File: src/rtl/core/fcb_pkg.sv
`timescale 1ns / 1ps

package fcb_pkg;

  localparam int unsigned TimeWidth  = 63;
  localparam int unsigned CountWidth = 16;
  localparam int unsigned DurWidth   = 32;
  localparam int unsigned AddrWidth  = 3;
  localparam int unsigned DataWidth  = 32;

  typedef enum logic [1:0] {
    OP_REQUEST = 2'd0,
    OP_RECORD  = 2'd1,
    OP_PEEK    = 2'd2
  } opcode_t;

  typedef enum logic [2:0] {
    OC_OK          = 3'd0,
    OC_UNAVAILABLE = 3'd1,
    OC_TIMED_OUT   = 3'd2,
    OC_REJECTED    = 3'd3,
    OC_UNKNOWN     = 3'd4,
    OC_CIRCUIT_OPEN = 3'd5
  } outcome_t;

  typedef enum logic [1:0] {
    ST_CLOSED = 2'd0,
    ST_OPEN   = 2'd1,
    ST_HALF   = 2'd2
  } circuit_t;

  typedef enum logic {
    REG_THRESHOLD = 1'b0,
    REG_DURATION  = 1'b1
  } reg_index_t;

  typedef struct packed {
    logic [1:0]           opcode;
    logic [2:0]           outcome_code;
    logic [TimeWidth-1:0] now_ms;
  } in_item_t;

  typedef struct packed {
    logic       granted;
    logic [1:0] circuit_state;
  } out_item_t;

  typedef struct packed {
    logic [CountWidth-1:0] failure_threshold;
    logic [DurWidth-1:0]   open_duration_ms;
  } cfg_t;

endpackage

File: src/rtl/core/failure_circuit_breaker.sv
`timescale 1ns / 1ps

// Channel   Direction  Handshake             Payload
// in        input      in_valid / in_stall   in_item (opcode, outcome_code, now_ms)
// out       output     out_valid / out_stall out_item (granted, circuit_state)
// cfg       input      APB psel/penable      paddr, pwdata, prdata
//
// Each transfer is captured in the input register and then loaded into the
// result register. One transfer per cycle is sustained while the output is
// not stalled; the 63-bit time subtract and compare sets the cycle time.
// Reset is synchronous and active high; it restores the closed state and
// the default registers.
// A stall on the output holds the result and, once the input register is
// full, stalls the input.

module failure_circuit_breaker (
  input  logic                          clk,
  input  logic                          rst,
  input  fcb_pkg::in_item_t             in_item,
  input  logic                          in_valid,
  output logic                          in_stall,
  output fcb_pkg::out_item_t            out_item,
  output logic                          out_valid,
  input  logic                          out_stall,
  input  logic                          psel,
  input  logic                          penable,
  input  logic                          pwrite,
  input  logic [fcb_pkg::AddrWidth-1:0] paddr,
  input  logic [fcb_pkg::DataWidth-1:0] pwdata,
  output logic [fcb_pkg::DataWidth-1:0] prdata,
  output logic                          pready
);
  import fcb_pkg::*;

  cfg_t cfg;

  fcb_cfg u_cfg (
    .clk     (clk),
    .rst     (rst),
    .psel    (psel),
    .penable (penable),
    .pwrite  (pwrite),
    .paddr   (paddr),
    .pwdata  (pwdata),
    .prdata  (prdata),
    .pready  (pready),
    .cfg     (cfg)
  );

  fcb_core u_core (
    .clk       (clk),
    .rst       (rst),
    .cfg       (cfg),
    .in_item   (in_item),
    .in_valid  (in_valid),
    .in_stall  (in_stall),
    .out_item  (out_item),
    .out_valid (out_valid),
    .out_stall (out_stall)
  );

endmodule

File: src/rtl/core/fcb_cfg.sv
`timescale 1ns / 1ps

module fcb_cfg (
  input  logic                         clk,
  input  logic                         rst,
  input  logic                         psel,
  input  logic                         penable,
  input  logic                         pwrite,
  input  logic [fcb_pkg::AddrWidth-1:0] paddr,
  input  logic [fcb_pkg::DataWidth-1:0] pwdata,
  output logic [fcb_pkg::DataWidth-1:0] prdata,
  output logic                         pready,
  output fcb_pkg::cfg_t                cfg
);
  import fcb_pkg::*;

  logic       wr_en;
  reg_index_t index;

  assign pready = 1'b1;
  assign index  = reg_index_t'(paddr[2]);
  assign wr_en  = psel && penable && pwrite;

  always_ff @(posedge clk) begin
    if (rst) begin
      cfg.failure_threshold <= 16'd5;
      cfg.open_duration_ms  <= 32'd30000;
    end else if (wr_en) begin
      unique case (index)
        REG_THRESHOLD: cfg.failure_threshold <= pwdata[CountWidth-1:0];
        REG_DURATION:  cfg.open_duration_ms  <= pwdata[DurWidth-1:0];
        default: ;
      endcase
    end
  end

  always_comb begin
    unique case (index)
      REG_THRESHOLD: prdata = {{(DataWidth-CountWidth){1'b0}}, cfg.failure_threshold};
      REG_DURATION:  prdata = cfg.open_duration_ms;
      default:       prdata = '0;
    endcase
  end

endmodule

File: src/rtl/core/fcb_core.sv
`timescale 1ns / 1ps

module fcb_core (
  input  logic              clk,
  input  logic              rst,
  input  fcb_pkg::cfg_t     cfg,
  input  fcb_pkg::in_item_t in_item,
  input  logic              in_valid,
  output logic              in_stall,
  output fcb_pkg::out_item_t out_item,
  output logic              out_valid,
  input  logic              out_stall
);
  import fcb_pkg::*;

  in_item_t              s1_item;
  logic                  s1_valid;
  logic                  advance;

  logic                  is_open;
  logic [TimeWidth-1:0]  opened_time;
  logic [CountWidth-1:0] failure_count;
  logic                  probe_used;

  logic                  is_open_next;
  logic [TimeWidth-1:0]  opened_time_next;
  logic [CountWidth-1:0] failure_count_next;
  logic                  probe_used_next;

  logic [TimeWidth:0]    diff;
  logic                  elapsed;
  circuit_t              st;
  logic                  grant;
  logic                  is_failure;
  logic                  is_clear;
  logic [CountWidth-1:0] count_inc;

  assign advance  = !out_valid || !out_stall;
  assign in_stall = s1_valid && !advance;

  // The borrow of the subtraction flags time running backwards.
  assign diff    = {1'b0, s1_item.now_ms} - {1'b0, opened_time};
  assign elapsed = !diff[TimeWidth] &&
                   (diff[TimeWidth-1:0] >= {{(TimeWidth-DurWidth){1'b0}}, cfg.open_duration_ms});

  always_comb begin
    if (!is_open) begin
      st = ST_CLOSED;
    end else if (elapsed) begin
      st = ST_HALF;
    end else begin
      st = ST_OPEN;
    end
  end

  assign is_failure = (s1_item.outcome_code == OC_UNAVAILABLE) ||
                      (s1_item.outcome_code == OC_TIMED_OUT) ||
                      (s1_item.outcome_code == OC_UNKNOWN);
  assign is_clear   = (s1_item.outcome_code == OC_OK) ||
                      (s1_item.outcome_code == OC_REJECTED);
  assign count_inc  = (failure_count < cfg.failure_threshold) ?
                      failure_count + 16'd1 : failure_count;

  always_comb begin
    is_open_next       = is_open;
    opened_time_next   = opened_time;
    failure_count_next = failure_count;
    probe_used_next    = probe_used;
    grant              = 1'b0;
    unique case (s1_item.opcode)
      OP_REQUEST: begin
        if (st == ST_CLOSED) begin
          grant = 1'b1;
        end else if (st == ST_HALF && !probe_used) begin
          grant           = 1'b1;
          probe_used_next = 1'b1;
        end
      end
      OP_RECORD: begin
        if (is_clear) begin
          is_open_next       = 1'b0;
          opened_time_next   = '0;
          failure_count_next = '0;
          probe_used_next    = 1'b0;
        end else if (is_failure) begin
          if (st == ST_HALF) begin
            is_open_next     = 1'b1;
            opened_time_next = s1_item.now_ms;
            probe_used_next  = 1'b0;
          end else begin
            failure_count_next = count_inc;
            if (count_inc >= cfg.failure_threshold) begin
              is_open_next     = 1'b1;
              opened_time_next = s1_item.now_ms;
              probe_used_next  = 1'b0;
            end
          end
        end
      end
      default: ;
    endcase
  end

  always_ff @(posedge clk) begin
    if (rst) begin
      s1_valid      <= 1'b0;
      out_valid     <= 1'b0;
      is_open       <= 1'b0;
      opened_time   <= '0;
      failure_count <= '0;
      probe_used    <= 1'b0;
    end else begin
      if (!in_stall) begin
        s1_valid <= in_valid;
      end
      if (advance) begin
        out_valid <= s1_valid;
      end
      if (s1_valid && advance) begin
        is_open       <= is_open_next;
        opened_time   <= opened_time_next;
        failure_count <= failure_count_next;
        probe_used    <= probe_used_next;
      end
    end
  end

  always_ff @(posedge clk) begin
    if (in_valid && !in_stall) begin
      s1_item <= in_item;
    end
    if (s1_valid && advance) begin
      out_item.granted       <= grant;
      out_item.circuit_state <= st;
    end
  end

`ifndef SYNTHESIS
  a_grant_not_open: assert property (@(posedge clk) disable iff (rst)
    out_valid |-> !(out_item.granted && out_item.circuit_state == ST_OPEN))
    else $error("grant issued while the circuit was open");

  a_probe_needs_open: assert property (@(posedge clk) disable iff (rst)
    probe_used |-> is_open)
    else $error("probe marked used while the circuit is closed");

  a_closed_no_stamp: assert property (@(posedge clk) disable iff (rst)
    !is_open |-> opened_time == '0)
    else $error("closed circuit carries an open time stamp");

  a_probe_taken: assert property (@(posedge clk) disable iff (rst)
    (s1_valid && advance && grant && st == ST_HALF) |=> probe_used)
    else $error("half-open grant did not consume the probe");
`endif

endmodule

File: config.mk
export PLATFORM = sky130hd
export DESIGN_NAME = failure_circuit_breaker
export DESIGN_NICKNAME = d
export VERILOG_FILES = /design/src/rtl/core/fcb_pkg.sv /design/src/rtl/core/failure_circuit_breaker.sv /design/src/rtl/core/fcb_cfg.sv /design/src/rtl/core/fcb_core.sv
export SDC_FILE = /design/constraint.sdc
export NUM_CORES = 1
export LEC_CHECK = 0
export ABC_AREA = 1
export BUFFER_PORTS_ARGS = -buffer_cell sky130_fd_sc_hd__buf_2
export CORE_UTILIZATION = 30
export CTS_CLUSTER_DIAMETER = 200
export DETAILED_ROUTE_END_ITERATION = 10
export PLACE_DENSITY_LB_ADDON = 0.08
export SETUP_SLACK_MARGIN = 0.1
export SLEW_MARGIN = 10
export SYNTH_ARGS = -nofsm -noshare
export SYNTH_HDL_FRONTEND = slang
export SYNTH_SLANG_ARGS = --single-unit
export TNS_END_PERCENT = 5
File: constraint.sdc
create_clock -name clk -period 4.3 [get_ports clk]
set_clock_uncertainty 0.05 [all_clocks]
set_input_delay 0.43 -clock clk [delete_from_list [all_inputs] [get_ports clk]]
set_output_delay 0.43 -clock clk [all_outputs]
set_load 0.01 [all_outputs]
---- After elaboration in Yosys (flattened, before gate mapping) ----
Index checks and enable logic that the tools add are counted.
storage, ports and cells
  flip-flop bits (word level) ............. 202
  bits in latches ......................... 0
  bits in writable memories ............... 0
  memory bits (read-only) ................. 0
  input port bits ......................... 110
  output and inout bits ................... 38
  word-level logic and storage cells ...... 82
  memories ................................ 0
cells by class
  add/sub/neg operators ................... 2
  multipliers ............................. 0
  divide/modulo/power cells ............... 0
  order comparisons ....................... 3
  equal/unequal tests ..................... 11
  shift operators ......................... 0
  mux-type cells .......................... 24
  bitwise logic cells ..................... 1
  reductions and logical operators ........ 28
operators with widths
  kind                     number
  $mux W63                 4
  $mux W16                 4
  $pmux W32 S2             1
  $sub A63 B63 Y64         1
  $ge A63 B32 Y1           1
  $add A16 B1 Y16 const B  1
  $ge A16 B16 Y1           1
  $lt A16 B16 Y1           1
  $mux W1                  12
  $reduce_and A4 Y1        2
  $logic_and A1 B1 Y1      7
  $eq A3 B2 Y1 const B     2
  $logic_not A1 Y1         6
  $reduce_and A6 Y1        1
  $logic_not A2 Y1         2
  $logic_or A1 B1 Y1       4
  $mux W2                  2
  $ne A2 B1 Y1 const B     2
  $ne A4 B1 Y1 const B     1
  $reduce_and A2 Y1        2
  $reduce_bool A2 Y1       2
  $eq A3 B1 Y1 const B     1
  $eq A3 B3 Y1 const B     1
  $logic_not A3 Y1         1
  other kinds (7)          7

---- Longest topological paths before layout ----
  depth in word-level cells ............... 10
  mapped depth ............................ 33
  mapped depth without buffers ............ 31

---- Modules after synthesis ----
A second synthesis with hierarchy kept.
unflattened totals
  cells, all modules ...................... 2578
  area, all modules ....................... 16915.0 sq um
by module, submodules not included
  module    instances  cells an instance  area an instance (sq um)  seq. area each (sq um)
  fcb_core  1          2200               14493.9                   3793.6
  fcb_cfg   1          378                2421.1                    960.9

---- Worst setup path before layout ----
OpenSTA, ideal clock, no wires.
  kind .................................... register -> register
  from .................................... register u_core.s1_item[0] in the netlist's numbering
  to ...................................... register u_core.is_open
  library setup time ...................... 0.132 ns
  arrival ................................. 3.634 ns
  data required time ...................... 4.118 ns
  path slack .............................. 0.484 ns
  stages on the path, launching flop included .. 32
  path buffers ............................ 2
  period minus slack after synthesis ...... 3.816 ns
  cells stage by stage .................... edfxtp_1 > inv_1 > ha_1 > fa_1 > inv_1 > nand3_1 > nand3_1 > nand2_1 > nand2_1 > nand2_1 > nand2_2 > nand2_1 > nand2_2 > xor2_1 > ha_1 > nand2_1 > nor3_1 > nand3_1 > nor4b_1 > nand2_1 > nand2_1 > nand4_1 > nand2_1 > nor2_1 > nand3_2 > nand3_4 > nand2_2 > nand2_2 > buf_6 > buf_6 > nand2_1 > a21oi_1
between the ends
  word-level cells in the longest chain between the ends .. 9
  elaborated cells between the ends (all ways) .. 12
  classes of those cells .................. add/sub (1); order compare (1); eq/ne (1); mux (5); reduce/logical (4)
ends and longest elaborated chain
  element                                             line                            RTL
  start, declared                                     fcb_core.sv:16                  in_item_t s1_item;
  start signal, assigned                              fcb_core.sv:130                 s1_item <= in_item;
  $sub A63 B63 Y64 *                                  fcb_core.sv:42                  assign diff = {1'b0, s1_item.now_ms} - {1'b0, opened_time};
  $ge A63 B32 Y1 or $logic_not A1 Y1 (tied branches)  fcb_core.sv:44, fcb_core.sv:43
  $logic_and A1 B1 Y1 *                               fcb_core.sv:43                  assign elapsed = !diff[TimeWidth] &&
  $mux W2 *                                           fcb_core.sv:49                  end else if (elapsed) begin
  $mux W2 *                                           fcb_core.sv:47                  if (!is_open) begin
  $eq A2 B2 Y1 *                                      fcb_core.sv:86                  if (st == ST_HALF) begin
  $mux W1                                             fcb_core.sv:86
  $mux W1                                             fcb_core.sv:85                  end else if (is_failure) begin
  $mux W1                                             fcb_core.sv:80                  if (is_clear) begin
  end signal, assigned                                fcb_core.sv:120                 is_open <= is_open_next;
  end, declared                                       fcb_core.sv:20                  logic is_open;
Every way passes the cells marked *; elsewhere a longest branch is shown, timed or not. The select of a mux whose other input is x is not followed.
A chain may end at the register's enable or synchronous reset.

---- Final worst setup path ----
  from .................................... register u_core.s1_item[5] in the netlist's numbering
  to ...................................... register u_core.opened_time[4]
between the ends
  word-level cells in the longest chain between the ends .. 9
  elaborated cells between the ends (all ways) .. 12
  classes of those cells .................. add/sub (1); order compare (1); eq/ne (1); mux (5); reduce/logical (4)
ends and longest elaborated chain
  element                                             line                            RTL
  $sub A63 B63 Y64 *                                  fcb_core.sv:42
  $ge A63 B32 Y1 or $logic_not A1 Y1 (tied branches)  fcb_core.sv:44, fcb_core.sv:43
  $logic_and A1 B1 Y1 *                               fcb_core.sv:43
  $mux W2 *                                           fcb_core.sv:49
  $mux W2 *                                           fcb_core.sv:47
  $eq A2 B2 Y1 *                                      fcb_core.sv:86
  $mux W63                                            fcb_core.sv:86
  $mux W63                                            fcb_core.sv:85
  $mux W63                                            fcb_core.sv:80
  end signal, assigned                                fcb_core.sv:121                 opened_time <= opened_time_next;
  end, declared                                       fcb_core.sv:21                  logic [TimeWidth-1:0] opened_time;
Marks and branches as above.

==> summary.txt <==
Outcome
  • Status: complete, but fails checks
  • Violated checks: setup timing

Logic synthesis
  • Yosys warns: 0
  • Post-synth top flop: dfxtp_1
  • Post-synth top cells: nand2_1 (676), inv_1 (497), a21oi_1 (227), nor2_1 (203)
  • Cells after Synth: 2382
  • Synth cell types: 40
  • Dominant cells by area after synthesis: dfxtp_1 (17%), nand2_1 (17%), edfxtp_1 (14%), inv_1 (12%), ha_1 (10%)
  • Cell Area, Synth: 15300 um^2
  • Seq/Total Area, Yosys: 31.1%
  • Dominant cell by count in the synthesized netlist: nand2_1
  • Net count after synthesis: 2620
  • Synth area leader: dfxtp_1
  • Post-synth ARST share: 0%
  • Post-synth EDFFs: 71
  • Avg Inst Size Synth: 6.42 um^2
  • Synth top area share: 17.2%
  • Synth Register Bits: 202

Timing
  • # setup viols final: 66
  • Peak Freq: 226 MHz
  • Final Worst Setup Slack: -0.133 ns
  • RSZ-0062 raised after global routing: true
  • Final Hold Fails: 0
  • Minimum clock period: 4.43 ns
  • Final worst path period share: 103%
  • Final TNS setup: -6.21 ns
  • Slew Limit Headroom: 17.4%
  • Fin. max-slew vios: 0
  • Worst-Margin Slew: 1.24 ns

Min path
  • Hold Crit Depth: 1
  • Hold Path Class: in2reg

CTS
  • CTS buffer count: 25
  • Reg clk slew, reported paths: 0.06 ns
  • Clock buffer depth: 3
  • Clock insertion delay at the later pin of the skew report: 0.57 ns
  • CTS Sinks: 202
  • H-tree depth: 1
  • CTS tree: built
  • Root Driver: clkbuf_16

Place
  • Post-DP HPWL: 41000 um
  • Cell count after placement: 3311
  • Pre-CTS setup slack: -0.380 ns
  • Port bufs: 144
  • Global placement routability congestion: 0.884
  • Placement Cell Area: 17900 um^2

Run
  • Max-cap viol count: 0

Global route
  • Overflow after GRT: 0
  • Vias in the first global route: 15400
  • Largest net degree at the start of global routing: 93
  • GRT Util Overall: 20.2%
  • Initial antenna violation count: 0
  • First-pass GRT wire length: 83100 um

Final layout
  • Fin cells: 3473
  • Layout cell share with drive strength beyond 1: 23.1%
  • Fill cell count: 5248
  • Cell area after layout: 21300 um^2
  • Layout Nets: 3020
  • Synth-to-Final Area Change: 39.5%
  • N_diodes: 0

Die
  • Vert. Die Dim: 228 um
  • Die Wd: 228 um
  • Die ar.: 51900 um^2
  • Io pins: 148
  • Starting density of the core: 30.5%
  • Row count: 82
  • Core area: 50200 um^2

Route
  • Via density: 4.55
  • DR DRC count: 0
  • Starting DRT DRC Count: 732
  • Antenna Nets Post-Route: 0
  • Final wirelength: 54300 um
  • Vias: 15800
  • First drt pass iteration count: 5
  • Drt wl/cell: 15.6 um

Setup path
  • Critical-path top delay cell: edfxtp_1
  • CP dominant cell by count: nand2_4
  • CP Capture Type: flip-flop
  • Worst path required time: 4.65 ns
  • CP Class: reg2reg
  • Reg2reg path depth: 29
  • Reg2Reg Setup Slack: -0.13 ns
  • CP peak stage delay: 0.48 ns
  • Max FO, Critical Path: 7
  • Buf+Inv Stages, Crit Path: 5
  • Critical Path AT: 4.78 ns
  • Number of stages on the worst setup path: 29
  • CP delay by family, top: simple AND/OR/NAND/NOR gates
  • Critical Path Source Type: flip-flop

Pwr
  • Max IR drop VDD: 0.272 mV
  • Cell Pwr Density: 264 nW/um^2
  • Leak Pwr: 10.3 nW
  • Design Power: 5.64 mW
-- where the power goes --
part	internal (mW)	switching [mW]
combinational	0.576	0.755
clock	1.33	0.895
sequential	2.04	0.0416
-- final cells by class --
class / instances / area [um^2] / area share [%]
clock inverter: 17 / 203 / 0.951
timing repair buffer: 433 / 3420 / 16.0
tap: 672 / 841 / 3.94
multi-input combinational: 1620 / 9580 / 44.9
inverter: 500 / 1880 / 8.80
clock buffer: 29 / 651 / 3.05
sequential: 202 / 4750 / 22.3
-- layout by cell type, fill, tap and decap left out, types with 35 or more instances in the layout --
cell / n
nand2_1: 585
inv_1: 488
a21oi_1: 200
buf_4: 198
nor2_1: 181
buf_2: 144
dfxtp_1: 131
nand3_1: 112
ha_1: 91
nand2_2: 84
o21ai_0: 83
edfxtp_1: 71
dlygate4sd3_1: 66
ha_4: 36
xor2_1: 35
-- what timing repair did --
action | in CTS | in global routing
hold buffers | 66 | 0
endpoints found under the setup margin | 84 | 84
gates cloned | 5 | 7
endpoints found under the hold margin | 66 | 0
resized for setup | 95 | 171
pin swaps | 19 | 65
buffers inserted | 16 | 22
-- sequential cells by signal, indices dropped and copies added (netlist names) --
name / flops
u_core.probe_used: 1
u_core.is_open: 1
u_cfg.cfg: 48
u_core.out_valid: 1
u_core.out_item: 3
u_core.failure_count: 16
u_core.s1_valid: 1
u_core.s1_item: 68
u_core.opened_time: 63
-- logic make-up (layout without fill, tap and decap cells) --
kind of cell	count (synthesis)	count (layout)	synth area share [%]
simple gates	1108	1108	30.0
buf+inv	560	979	14.3
compound gates	336	336	11.4
flops	202	202	31.1
fa+ha+maj	128	128	10.5
xor+xnor	47	47	2.69
other cells	1	1	0.0245
-- worst paths after layout --
| check | startpoint | endpoint |
|---|---|---|
| hold reg to reg | u_core.opened_time[33] | u_core.opened_time[33] |
| setup / recovery | u_core.s1_item[5] | u_core.opened_time[4] |
| setup reg to reg | u_core.s1_item[5] | u_core.opened_time[4] |
| hold / removal | in_item[17] | u_core.s1_item[17] |
-- metrics by stage --
stage	utilization (%)	hold slack, ns
floorplan	-	0.389
global placement	35.7	0.398
detailed placement	35.7	0.404
CTS	40.5	0.0108
global route	42.5	0.0224
finish	42.5	0.0420
-- per-layer routing --
metal	GRT usage, %	share of wire [%]	vias to the layer above
met4	4.84	2.6	0
met3	2.50	3.3	75
met5	0	0	-
li1	-	-	8247
met2	36.3	49	253
met1	25.3	45	7237
Note: power is estimated with default switching activity, not from simulation.
